$ cat src/rtl/core/tsgd_pkg.sv
package tsgd_pkg;

  // Fixed sizes
  localparam int SeqDepth      = 8;
  localparam int SeqIdxW       = $clog2(SeqDepth);
  localparam int PadCountDef   = 10;
  localparam int PadW          = 4;
  localparam int CfgIdxW       = 3;
  localparam int QueueDepthDef = 2;

  // Change counts with special meaning
  localparam logic [SeqIdxW:0] NoEndCount  = (SeqIdxW + 1)'(7);
  localparam logic [SeqIdxW:0] FullCount   = (SeqIdxW + 1)'(SeqDepth);
  localparam logic [SeqIdxW:0] SelectCntLo = (SeqIdxW + 1)'(2);
  localparam logic [SeqIdxW:0] SelectCntHi = (SeqIdxW + 1)'(3);

  // Configuration register indexes
  typedef enum logic [CfgIdxW-1:0] {
    CFG_PAD_FIRST  = 3'd0,
    CFG_PAD_SECOND = 3'd1,
    CFG_PAD_THIRD  = 3'd2,
    CFG_PAD_FOURTH = 3'd3
  } cfg_idx_e;

  // Reset values of the pad registers
  localparam logic [PadW-1:0] PadFirstRst  = 4'd5;
  localparam logic [PadW-1:0] PadSecondRst = 4'd4;
  localparam logic [PadW-1:0] PadThirdRst  = 4'd7;
  localparam logic [PadW-1:0] PadFourthRst = 4'd8;

  typedef struct packed {
    logic [PadW-1:0] first;
    logic [PadW-1:0] second;
    logic [PadW-1:0] third;
    logic [PadW-1:0] fourth;
  } pads_t;

  // Classification of one beat, passed from front to back
  typedef struct packed {
    logic sel;
    logic done;
  } flags_t;

endpackage

$ cat src/rtl/core/touch_slide_gesture_detector.sv
// Touch slide gesture detector.
// Input channel: one pad status bitmask per beat (in_valid_i/in_ready_o).
// Output channel: one result beat per input beat (out_valid_o/out_ready_i)
// carrying select, right slide, left slide and gesture-done flags.
// Config channel: cfg_valid_i/cfg_ready_o, index 0..3 selects the first,
// second, third and fourth slider pad; other indexes are ignored. Write
// only while no beat is in flight. cfg_ready_o is always high.
// Path: an accepted beat enters the queue, then moves to the output register
// when that register is free or being drained; its result waits there to be taken.
// Throughput: one beat per cycle while the queue is not full; the front
// updates the change record and the back does the full 8-entry pattern compare.
// A two-entry queue sits between front and back, so a stalled receiver
// still lets up to two more beats in; after that in_ready_o drops until
// results are drained.
// Reset: pad registers return to 5, 4, 7, 8; last status, change count and
// all record entries clear to zero; no result is pending.
module touch_slide_gesture_detector
  import tsgd_pkg::*;
#(
  parameter int PAD_COUNT   = PadCountDef,
  parameter int QUEUE_DEPTH = QueueDepthDef
) (
  input  logic                 clk_i,
  input  logic                 rst_ni,
  input  logic                 in_valid_i,
  output logic                 in_ready_o,
  input  logic [PAD_COUNT-1:0] pad_status_i,
  output logic                 out_valid_o,
  input  logic                 out_ready_i,
  output logic                 select_seen_o,
  output logic                 right_seen_o,
  output logic                 left_seen_o,
  output logic                 gesture_done_o,
  input  logic                 cfg_valid_i,
  output logic                 cfg_ready_o,
  input  logic [CfgIdxW-1:0]   cfg_index_i,
  input  logic [PadW-1:0]      cfg_data_i
);

  localparam int RecW = SeqDepth * PAD_COUNT;
  localparam int QW   = $bits(flags_t) + RecW;

  pads_t              pads_q;
  logic               accept;
  logic               q_full, q_empty, q_pop;
  flags_t             front_flags, back_flags;
  logic [RecW-1:0]    front_rec, back_rec;
  logic [QW-1:0]      q_out;

  // Configuration registers
  assign cfg_ready_o = 1'b1;

  always_ff @(posedge clk_i or negedge rst_ni) begin
    if (!rst_ni) begin
      pads_q.first  <= PadFirstRst;
      pads_q.second <= PadSecondRst;
      pads_q.third  <= PadThirdRst;
      pads_q.fourth <= PadFourthRst;
    end else if (cfg_valid_i) begin
      case (cfg_idx_e'(cfg_index_i))
        CFG_PAD_FIRST:  pads_q.first  <= cfg_data_i;
        CFG_PAD_SECOND: pads_q.second <= cfg_data_i;
        CFG_PAD_THIRD:  pads_q.third  <= cfg_data_i;
        CFG_PAD_FOURTH: pads_q.fourth <= cfg_data_i;
        default: ;
      endcase
    end
  end

  assign in_ready_o = !q_full;
  assign accept     = in_valid_i && in_ready_o;

  tsgd_front #(
    .PAD_COUNT(PAD_COUNT)
  ) u_front (
    .clk_i    (clk_i),
    .rst_ni   (rst_ni),
    .accept_i (accept),
    .status_i (pad_status_i),
    .flags_o  (front_flags),
    .record_o (front_rec)
  );

  tsgd_queue #(
    .WIDTH(QW),
    .DEPTH(QUEUE_DEPTH)
  ) u_queue (
    .clk_i       (clk_i),
    .rst_ni      (rst_ni),
    .push_i      (accept),
    .push_data_i ({front_flags, front_rec}),
    .full_o      (q_full),
    .pop_i       (q_pop),
    .empty_o     (q_empty),
    .pop_data_o  (q_out)
  );

  assign back_flags = q_out[QW-1:RecW];
  assign back_rec   = q_out[RecW-1:0];

  tsgd_back #(
    .PAD_COUNT(PAD_COUNT)
  ) u_back (
    .clk_i          (clk_i),
    .rst_ni         (rst_ni),
    .pads_i         (pads_q),
    .empty_i        (q_empty),
    .flags_i        (back_flags),
    .record_i       (back_rec),
    .pop_o          (q_pop),
    .out_valid_o    (out_valid_o),
    .out_ready_i    (out_ready_i),
    .select_seen_o  (select_seen_o),
    .right_seen_o   (right_seen_o),
    .left_seen_o    (left_seen_o),
    .gesture_done_o (gesture_done_o)
  );

`ifndef SYNTHESIS
  // A select always ends a gesture
  a_sel_done : assert property (@(posedge clk_i) disable iff (!rst_ni)
    (out_valid_o && select_seen_o) |-> gesture_done_o)
    else $error("select without gesture end");

  // Slide flags only on a gesture end
  a_slide_done : assert property (@(posedge clk_i) disable iff (!rst_ni)
    (out_valid_o && (right_seen_o || left_seen_o)) |-> gesture_done_o)
    else $error("slide flag without gesture end");

  // Input backpressure only comes from a stalled output
  a_bp_cause : assert property (@(posedge clk_i) disable iff (!rst_ni)
    !in_ready_o |-> (out_valid_o && !q_empty))
    else $error("input stalled with idle output");

  // An accepted beat passes through the queue and the output register when the path is idle
  a_latency : assert property (@(posedge clk_i) disable iff (!rst_ni)
    (accept && q_empty && !out_valid_o) |=> ##1 out_valid_o)
    else $error("result missing two cycles after accept");
`endif

endmodule

$ cat src/rtl/core/tsgd_front.sv
module tsgd_front
  import tsgd_pkg::*;
#(
  parameter int PAD_COUNT = PadCountDef
) (
  input  logic                          clk_i,
  input  logic                          rst_ni,
  input  logic                          accept_i,
  input  logic [PAD_COUNT-1:0]          status_i,
  output flags_t                        flags_o,
  output logic [SeqDepth*PAD_COUNT-1:0] record_o
);

  logic [PAD_COUNT-1:0] last_q, last_d;
  logic [SeqIdxW-1:0]   count_q, count_d;
  logic [PAD_COUNT-1:0] rec_q [SeqDepth];
  logic [PAD_COUNT-1:0] rec_d [SeqDepth];

  logic                 changed;
  logic                 release_end;
  logic [SeqIdxW:0]     cnt_inc;
  logic                 end_gesture;

  // Change detection and gesture end
  always_comb begin
    changed     = (status_i != last_q);
    cnt_inc     = {1'b0, count_q} + (SeqIdxW + 1)'(1);
    release_end = changed && (status_i == '0) && (cnt_inc != NoEndCount);
    end_gesture = release_end || (changed && (cnt_inc == FullCount));
    flags_o.sel  = release_end && (cnt_inc inside {SelectCntLo, SelectCntHi});
    flags_o.done = end_gesture;
  end

  // Next state: record write at the current count
  always_comb begin
    rec_d   = rec_q;
    last_d  = last_q;
    count_d = count_q;
    if (changed) begin
      rec_d[count_q] = status_i;
      last_d         = status_i;
      count_d        = end_gesture ? '0 : cnt_inc[SeqIdxW-1:0];
    end
  end

  // Record snapshot including this beat's write
  always_comb begin
    for (int k = 0; k < SeqDepth; k++) begin
      record_o[k*PAD_COUNT +: PAD_COUNT] = rec_d[k];
    end
  end

  always_ff @(posedge clk_i or negedge rst_ni) begin
    if (!rst_ni) begin
      last_q  <= '0;
      count_q <= '0;
      for (int k = 0; k < SeqDepth; k++) begin
        rec_q[k] <= '0;
      end
    end else if (accept_i) begin
      last_q  <= last_d;
      count_q <= count_d;
      rec_q   <= rec_d;
    end
  end

endmodule

$ cat src/rtl/core/tsgd_queue.sv
module tsgd_queue
  import tsgd_pkg::*;
#(
  parameter int WIDTH = 2,
  parameter int DEPTH = QueueDepthDef
) (
  input  logic             clk_i,
  input  logic             rst_ni,
  input  logic             push_i,
  input  logic [WIDTH-1:0] push_data_i,
  output logic             full_o,
  input  logic             pop_i,
  output logic             empty_o,
  output logic [WIDTH-1:0] pop_data_o
);

  localparam int PtrW = (DEPTH > 1) ? $clog2(DEPTH) : 1;
  localparam int CntW = $clog2(DEPTH + 1);

  logic [WIDTH-1:0] mem_q [DEPTH];
  logic [PtrW-1:0]  wr_ptr_q, rd_ptr_q;
  logic [CntW-1:0]  cnt_q;
  logic             do_push, do_pop;

  assign full_o     = (cnt_q == CntW'(DEPTH));
  assign empty_o    = (cnt_q == '0);
  assign pop_data_o = mem_q[rd_ptr_q];
  assign do_push    = push_i && !full_o;
  assign do_pop     = pop_i && !empty_o;

  // Storage, no reset needed
  always_ff @(posedge clk_i) begin
    if (do_push) begin
      mem_q[wr_ptr_q] <= push_data_i;
    end
  end

  // Pointers and fill count
  always_ff @(posedge clk_i or negedge rst_ni) begin
    if (!rst_ni) begin
      wr_ptr_q <= '0;
      rd_ptr_q <= '0;
      cnt_q    <= '0;
    end else begin
      if (do_push) begin
        wr_ptr_q <= (wr_ptr_q == PtrW'(DEPTH - 1)) ? '0 : wr_ptr_q + PtrW'(1);
      end
      if (do_pop) begin
        rd_ptr_q <= (rd_ptr_q == PtrW'(DEPTH - 1)) ? '0 : rd_ptr_q + PtrW'(1);
      end
      if (do_push && !do_pop) begin
        cnt_q <= cnt_q + CntW'(1);
      end else if (do_pop && !do_push) begin
        cnt_q <= cnt_q - CntW'(1);
      end
    end
  end

endmodule

$ cat src/rtl/core/tsgd_back.sv
module tsgd_back
  import tsgd_pkg::*;
#(
  parameter int PAD_COUNT = PadCountDef
) (
  input  logic                          clk_i,
  input  logic                          rst_ni,
  input  pads_t                         pads_i,
  input  logic                          empty_i,
  input  flags_t                        flags_i,
  input  logic [SeqDepth*PAD_COUNT-1:0] record_i,
  output logic                          pop_o,
  output logic                          out_valid_o,
  input  logic                          out_ready_i,
  output logic                          select_seen_o,
  output logic                          right_seen_o,
  output logic                          left_seen_o,
  output logic                          gesture_done_o
);

  function automatic logic [PAD_COUNT-1:0] onehot(input logic [PadW-1:0] pad);
    onehot = {{(PAD_COUNT-1){1'b0}}, 1'b1} << pad;
  endfunction

  logic                 valid_q;
  logic                 sel_q, right_q, left_q, done_q;
  logic                 pads_ok;
  logic [PAD_COUNT-1:0] p1, p2, p3, p4;
  logic [PAD_COUNT-1:0] rpat [SeqDepth];
  logic [PAD_COUNT-1:0] lpat [SeqDepth];
  logic                 right_match, left_match;

  // Pop when the output register is free or being drained
  assign pop_o = !empty_i && (!valid_q || out_ready_i);

  // Slide patterns from the four pad registers
  always_comb begin
    pads_ok = (int'(pads_i.first) < PAD_COUNT) && (int'(pads_i.second) < PAD_COUNT) &&
              (int'(pads_i.third) < PAD_COUNT) && (int'(pads_i.fourth) < PAD_COUNT);
    p1 = onehot(pads_i.first);
    p2 = onehot(pads_i.second);
    p3 = onehot(pads_i.third);
    p4 = onehot(pads_i.fourth);
    rpat[0] = p1;      rpat[1] = p1 | p2; rpat[2] = p2;      rpat[3] = p2 | p3;
    rpat[4] = p3;      rpat[5] = p3 | p4; rpat[6] = p4;      rpat[7] = '0;
    lpat[0] = p4;      lpat[1] = p4 | p3; lpat[2] = p3;      lpat[3] = p3 | p2;
    lpat[4] = p2;      lpat[5] = p2 | p1; lpat[6] = p1;      lpat[7] = '0;
  end

  // Parallel compare of the whole record
  always_comb begin
    right_match = pads_ok;
    left_match  = pads_ok;
    for (int k = 0; k < SeqDepth; k++) begin
      if (record_i[k*PAD_COUNT +: PAD_COUNT] != rpat[k]) right_match = 1'b0;
      if (record_i[k*PAD_COUNT +: PAD_COUNT] != lpat[k]) left_match = 1'b0;
    end
  end

  // Output register, payload
  always_ff @(posedge clk_i) begin
    if (pop_o) begin
      sel_q   <= flags_i.sel;
      done_q  <= flags_i.done;
      right_q <= flags_i.done && right_match;
      left_q  <= flags_i.done && left_match;
    end
  end

  // Output register, valid
  always_ff @(posedge clk_i or negedge rst_ni) begin
    if (!rst_ni) begin
      valid_q <= 1'b0;
    end else if (pop_o) begin
      valid_q <= 1'b1;
    end else if (out_ready_i) begin
      valid_q <= 1'b0;
    end
  end

  assign out_valid_o    = valid_q;
  assign select_seen_o  = sel_q;
  assign right_seen_o   = right_q;
  assign left_seen_o    = left_q;
  assign gesture_done_o = done_q;

endmodule
$ cat config.mk
export PLATFORM = sky130hd
export DESIGN_NAME = touch_slide_gesture_detector
export DESIGN_NICKNAME = d
export VERILOG_FILES = /design/src/rtl/core/tsgd_pkg.sv /design/src/rtl/core/touch_slide_gesture_detector.sv /design/src/rtl/core/tsgd_front.sv /design/src/rtl/core/tsgd_queue.sv /design/src/rtl/core/tsgd_back.sv
export SDC_FILE = /design/constraint.sdc
export NUM_CORES = 1
export LEC_CHECK = 0
export ABC_AREA = 1
export ABC_CLOCK_PERIOD_IN_PS = 6300
export BUFFER_PORTS_ARGS = -buffer_cell sky130_fd_sc_hd__buf_2
export CAP_MARGIN = 15
export CORE_ASPECT_RATIO = 1.2
export CORE_MARGIN = 2
export CORE_UTILIZATION = 35
export CTS_CLUSTER_DIAMETER = 30
export DETAILED_ROUTE_END_ITERATION = 10
export HOLD_SLACK_MARGIN = 0.1
export PLACE_DENSITY_LB_ADDON = 0.25
export SLEW_MARGIN = 20
export SYNTH_ARGS = -nofsm -noshare
export SYNTH_HDL_FRONTEND = slang
export SYNTH_HIERARCHICAL = 1
export SYNTH_SLANG_ARGS = --single-unit
$ cat constraint.sdc
create_clock -name clk_i -period 6.3 [get_ports clk_i]
set_input_delay 0.315 -clock clk_i [delete_from_list [all_inputs] [get_ports clk_i]]
set_output_delay 0.315 -clock clk_i [all_outputs]
set_load 0.02 [all_outputs]
Word-level counts from Yosys, hierarchy flattened
Memories as Yosys holds them, arrays and structs flattened.
Index checks and enable logic that the tools add are counted.
Word-level totals
  bits in registers: 118
  RAM bits: 164
  input port bits: 22
  word-level logic and storage cells: 128
  memories kept: 1
Operators by class
  add/sub/neg operators: 5
  order comparisons: 6
  equality and inequality tests: 22
  shift operators: 4
  mux-type cells: 29
  bitwise operators: 4
  reductions and logical operators: 35
Memory list
  u_queue.mem_q: words 2, width 82, read ports 1, clocked after Yosys merged registers in 0, wr ports 1, RTL line tsgd_queue.sv:20  | logic [WIDTH-1:0] mem_q [DEPTH];
Operators by type and width (count)
  10-bit inequality test: 14
  80-bit bitwise mux: 1
  80-bit 2-to-1 mux: 1
  1-bit by 4-bit left shift with 10-bit output, first input constant: 4
  10-bit demux with 3-bit select: 1
  10-bit bitwise OR: 3
  1-bit 2-to-1 mux: 22
  1-bit logical AND: 16
  4-bit < comparator, second input constant: 4
  10-bit logical NOT: 1
  10-bit 2-to-1 mux: 1
  2-bit AND reduction: 5
  10-bit nonzero test: 1
  4-bit by 2-bit equality test with 1-bit output, second input constant: 2
  3-bit by 2-bit equality test with 1-bit output, second input constant: 2
  2-bit nonzero test: 3
  1-bit logical NOT: 5
  3-bit by 1-bit adder with 4-bit output, second input constant: 1
  4-bit equality test, second input constant: 1
  4-bit greater-or-equal comparator, second input constant: 1
  4-bit by 1-bit < comparator with 1-bit output, second input constant: 1
  2-bit 2-to-1 mux: 2
  4-bit by 3-bit inequality test with 1-bit output, second input constant: 1
  3-bit inverter with 4-bit output: 1
  other kinds (9): 11

Depth between registers and ports, before layout
  depth in word-level cells: 13
  depth in mapped cells: 17
  depth with buffers taken out: 15

Cells and area by module
Netlist, hierarchy kept.
Modules (own cells, without submodules)
  tsgd_queue: times used 1, cells each 460, area an instance 6221.0 um2
  tsgd_front: times used 1, cells each 912, area an instance 5849.4 um2
  tsgd_back: times used 1, cells each 714, area an instance 3064.2 um2
  touch_slide_gesture_detector: times used 1, cells each 84, area an instance 708.2 um2

Worst setup path before layout
No wires, ideal clock.
  path kind: register to register
  start: reg u_queue.cnt_q[1]
  end: mem u_queue/mem_q[1][0] (netlist name), enable pin
  setup time: 523 ps
  data arrival time: 4220 ps
  required time: 5777 ps
  slack: 1557 ps
  cell stages (with the launch flop): 6
  clock period less this slack: 4743 ps
  path through: dfrtp_1 inv_1 nor2_2 nor2_1 o21ai_0 nor2_1
On the way
  cells in the longest elaborated chain, start to end: 6
RTL lines
  start: declaration: RTL line tsgd_queue.sv:22  | logic [CntW-1:0] cnt_q;
  start signal: assignment: RTL line tsgd_queue.sv:52  | cnt_q <= cnt_q + CntW'(1);
  start signal: assignment: RTL line tsgd_queue.sv:54  | cnt_q <= cnt_q - CntW'(1);
  2-bit equality test: RTL line tsgd_queue.sv:25  | assign full_o = (cnt_q == CntW'(DEPTH));
  net q_full: RTL line touch_slide_gesture_detector.sv:45  | logic q_full, q_empty, q_pop;
  1-bit logical NOT: RTL line touch_slide_gesture_detector.sv:70  | assign in_ready_o = !q_full;
  1-bit logical AND: RTL line touch_slide_gesture_detector.sv:71  | assign accept = in_valid_i && in_ready_o;
  net accept: RTL line touch_slide_gesture_detector.sv:44  | logic accept;
  1-bit logical AND: RTL line tsgd_queue.sv:28  | assign do_push = push_i && !full_o;
  1-bit 2-to-1 mux: RTL line tsgd_queue.sv:33  | if (do_push) begin
  1-bit 2-to-1 mux (not written as such): RTL line tsgd_queue.sv:34  | mem_q[wr_ptr_q] <= push_data_i;
  end: declaration: RTL line tsgd_queue.sv:20
The timed path passes the listed nets, and every way through them passes these cells.

Final worst setup path
  start: reg u_queue.rd_ptr_q
  end: reg u_back.right_q (netlist: u_back/right_seen_o) (data pin)
On the way
  cells in the longest elaborated chain, start to end: 11
RTL lines
  start: declaration: RTL line tsgd_queue.sv:21  | logic [PtrW-1:0] wr_ptr_q, rd_ptr_q;
  start signal: assignment: RTL line tsgd_queue.sv:49  | rd_ptr_q <= (rd_ptr_q == PtrW'(DEPTH - 1)) ? '0 : rd_ptr_q + PtrW'(1);
  memory 2 x 82 bit
  net q_out[6]: RTL line touch_slide_gesture_detector.sv:48  | logic [QW-1:0] q_out;
  10-bit inequality test: RTL line tsgd_back.sv:55  | if (record_i[k*PAD_COUNT +: PAD_COUNT] != rpat[k]) right_match = 1'b0;
  1-bit 2-to-1 mux (8 in series): RTL line tsgd_back.sv:55
  1-bit logical AND: RTL line tsgd_back.sv:65  | right_q <= flags_i.done && right_match;
  end signal: assignment: RTL line tsgd_back.sv:65
  end: declaration: RTL line tsgd_back.sv:26  | logic sel_q, right_q, left_q, done_q;
The timed path passes the listed nets, and every way through them passes these cells.
A chain may end at the register's enable or synchronous reset.

==> flow_summary.json <==
{
  "setup_violations": 0,
  "relSlewSlack_pct": 27.0,
  "path_cells": "inv_2, buf_4, nand2_1, nand2_1, nand3_1, nand2_1, o21ai_0, nor2_1, nand3_1, nor2_1, nand2_1, nor2_1",
  "nets": 2240,
  "fin_hold_ws_ps": 137,
  "hold_path_depth": 4,
  "synthXorXnorAreaFrac_pct": 0.995,
  "hpwl_um": 35700,
  "ys_seq_elements": 282,
  "start_kind": "flop",
  "ys_async_sr_fraction_pct": 40.4,
  "synthCells": 2170,
  "route.detailed.wl_per_inst_um": 17.9,
  "synthesis.area_um2": 15800,
  "fmax_ghz": 0.309,
  "hold_path_class": "primary input to flop",
  "min_from": "cfg_index_i[2]",
  "final.period_utilization_pct": 51.4,
  "rr_worst_depth": 12,
  "portBuffers": 27,
  "use_met3_pct": 3.39,
  "cts_hold_buffers": 13,
  "worst_skew_pair.late_latency_ps": 580,
  "netlist_top_cells_area": "edfxtp_1 (32%), nand2_1 (29%), dfrtp_1 (17%), o21ai_0 (3.5%), nor2_1 (3.2%)",
  "cp_common_cell": "nand2_1",
  "clock_skew_ps": 23.6,
  "synth_top_area_cell": "edfxtp_1",
  "synth_compound_area_share_pct": 3.80,
  "viasPerCell": 4.85,
  "yosysSeqAreaShare_pct": 49.9,
  "p_per_area_nw_per_um2": 565,
  "synth_edf_count": 168,
  "wl_um": 51700,
  "setup_tns_ps": 0,
  "first_global_vias": 13100,
  "ys.warnings.count": 6,
  "reg2reg_to": "u_back/right_seen_o",
  "status": "completed",
  "clk_pin_slew_worst_paths_ps": 50,
  "holdPathEnd": "pads_q[4]",
  "irDropWorstVdd_v": 0.000260,
  "final-hold-violation-count": 0,
  "core-area_um2": 44800,
  "met2_usage_pct": 35.2,
  "ctsResizeCount": 0,
  "rrSetupSlack_ps": 3060,
  "initial_core_util_pct": 35.4,
  "min_period_ps": 3240,
  "post-cts-setup-buffers": 0,
  "synth.distinct_cells": 32,
  "grt_pass1_wl_um": 79300,
  "dieWidth_um": 198,
  "cts_root_buffer": "clkbuf_16",
  "fillerInstances": 4441,
  "area_growth_pct": 20.2,
  "clockBufferDepth": 3,
  "antenna_found_initial": 0,
  "layout.cells.non_filler": 2881,
  "drc": 0,
  "worstPathArrival_ps": 3680,
  "drt_first_pass_iters": 5,
  "clkSinkCount": 282,
  "crit_type": "flop to flop",
  "track_usage_pct": 22.5,
  "worstPathMaxFanout": 48,
  "leakagePower_uw": 0.00937,
  "grt-ovfl-total": 0,
  "cpMaxStageDelayCell": "buf_4",
  "die_h_um": 237,
  "synth_top_family_by_area": "simple AND/OR/NAND/NOR gates",
  "dieArea_um2": 47000,
  "placed_cells_incl_taps": 2735,
  "postRouteAntennaNets": 0,
  "yosysMostFrequentCell": "nand2_1",
  "r2r_start": "u_queue/rd_ptr_q",
  "cts_tree": "done",
  "htreeDepth": 3,
  "synth.net_count": 2197,
  "slew_viol_final": 0,
  "max_stage_delay_ps": 600,
  "yosys-top-cells-count": "nand2_1 (1223), edfxtp_1 (168), nor2_1 (133), inv_1 (130), o21ai_0 (110)",
  "maxCapViolations": 0,
  "synth_ff_type": "edfxtp_1",
  "grt_start_max_net_pins": 81,
  "io_pins": 29,
  "cts_made_buffers": 72,
  "synthAdderAreaFrac_pct": 0.395,
  "critPathRequiredTime_ps": 6740,
  "gp_congestion": 0.987,
  "top_usage_layer": "met2",
  "drive_gt1_share_pct": 10.6,
  "drt-initial-drc-count": 1229,
  "met1_usage_pct": 30.1,
  "rsz0062_at_grt": "no",
  "avgSynthCellArea_um2": 7.30,
  "synth-simple-area-share_pct": 38.5,
  "rows": 85,
  "end_kind": "flop",
  "netlist.area_leader.share_pct": 31.8,
  "dr_total_vias": 14000,
  "worstMarginPinSlew_ps": 1090,
  "synth.area.mux_share_pct": 0
}
-- kinds of logic after synthesis --
logic type / count (synthesis)
AND/OR/NAND/NOR: 1531
buffers and inverters: 215
other: 1
XOR/XNOR: 18
AO/OA/AOI/OAI: 118
flip-flops: 282
adder cells (fa/ha/maj): 5
-- power by group --
group / leakage (µW) / switching [µW] / internal (µW)
clock: 0.00126 / 1210 / 2690
combinational: 0.00508 / 2680 / 1000
sequential: 0.00304 / 339 / 2840
-- through the flow --
step / instance area (µm²) / power [µW] / utilization (%) / worst slack (ps)
4_1_cts: 19000 / 10800 / 42.5 / 3070
6_report: 19000 / 10800 / 42.5 / 3060
3_3_place_gp: 16300 / 6790 / 36.5 / 3110
3_5_place_dp: 16300 / 6870 / 36.5 / 3100
2_1_floorplan: 15800 / 5760 / - / 1560
5_1_grt: 19000 / 11500 / 42.5 / 2860
-- sequential cells by signal, indices dropped and copies added (netlist names) --
name,flops
pads_q,16
u_back/gesture_done_o,1
u_back/left_seen_o,1
u_back/out_valid_o,1
u_back/right_seen_o,1
u_back/select_seen_o,1
u_front/count_q,3
u_front/last_q,10
u_front/rec_q,80
u_queue/cnt_q,2
u_queue/mem_q,164
u_queue/rd_ptr_q,1
u_queue/wr_ptr_q,1
-- placed cells by master (no fill, tap or decap), types with 2 or more instances in the layout --
cell,netlist,layout
ha_1,5,5
inv_6,0,9
xnor2_1,4,4
nor2_4,2,4
nor2_1,133,131
dfstp_2,7,7
dlygate4sd3_1,0,13
buf_2,16,26
nand4_1,6,6
xor2_1,14,14
a21oi_1,5,5
inv_1,130,129
buf_4,12,11
clkinvlp_4,0,6
clkbuf_8,0,2
o21ai_0,110,110
nand2_1,1223,1223
bufinv_16,0,11
nand3_1,98,98
nand2_2,46,46
nor2_2,14,14
clkinv_4,0,5
edfxtp_1,168,168
dfrtp_1,107,106
nand3b_1,4,4
clkinv_1,0,2
inv_2,4,4
clkinv_2,0,12
clkbuf_1,29,6
clkbuf_16,0,76
-- final cells by class --
cell class,instances,area [µm²],area share [%]
flip-flops and latches,282,7910,41.5
multi-input cells,1673,6940,36.4
clock buffers,84,1950,10.2
well taps,609,762,4.00
clock inverters,48,638,3.35
inverters,134,504,2.65
repair buffers,50,343,1.80
diodes,1,2.50,0.0131
-- worst max path at each step --
stage	to	slack, ps	depth (start not counted)	start
after global routing	u_back/right_seen_o	2860	12	u_queue/rd_ptr_q
after CTS	u_back/left_seen_o	3070	12	u_queue/rd_ptr_q
after floorplan	u_queue/mem_q[1][0]	1560	5	u_queue/cnt_q[1]
after detailed placement	u_back/left_seen_o	3100	12	u_queue/rd_ptr_q
after global placement	u_back/left_seen_o	3110	12	u_queue/rd_ptr_q
final	u_back/right_seen_o	3060	12	u_queue/rd_ptr_q
-- per-layer routing --
metal	vias to the layer above	part of all wire [%]
li1	6920	-
met1	6568	45
met2	381	46
met3	101	4.9
met4	0	4.7
met5	-	0
-- worst max-delay path, delay by kind of cell (launching register included) --
family,cells,cell delay [ps]
DFF,1,500
and+or+nand+nor,9,1210
AOI/OAI and AO/OA,1,200
buffers and inverters,2,1120
Power figures use the tool's default switching activity.
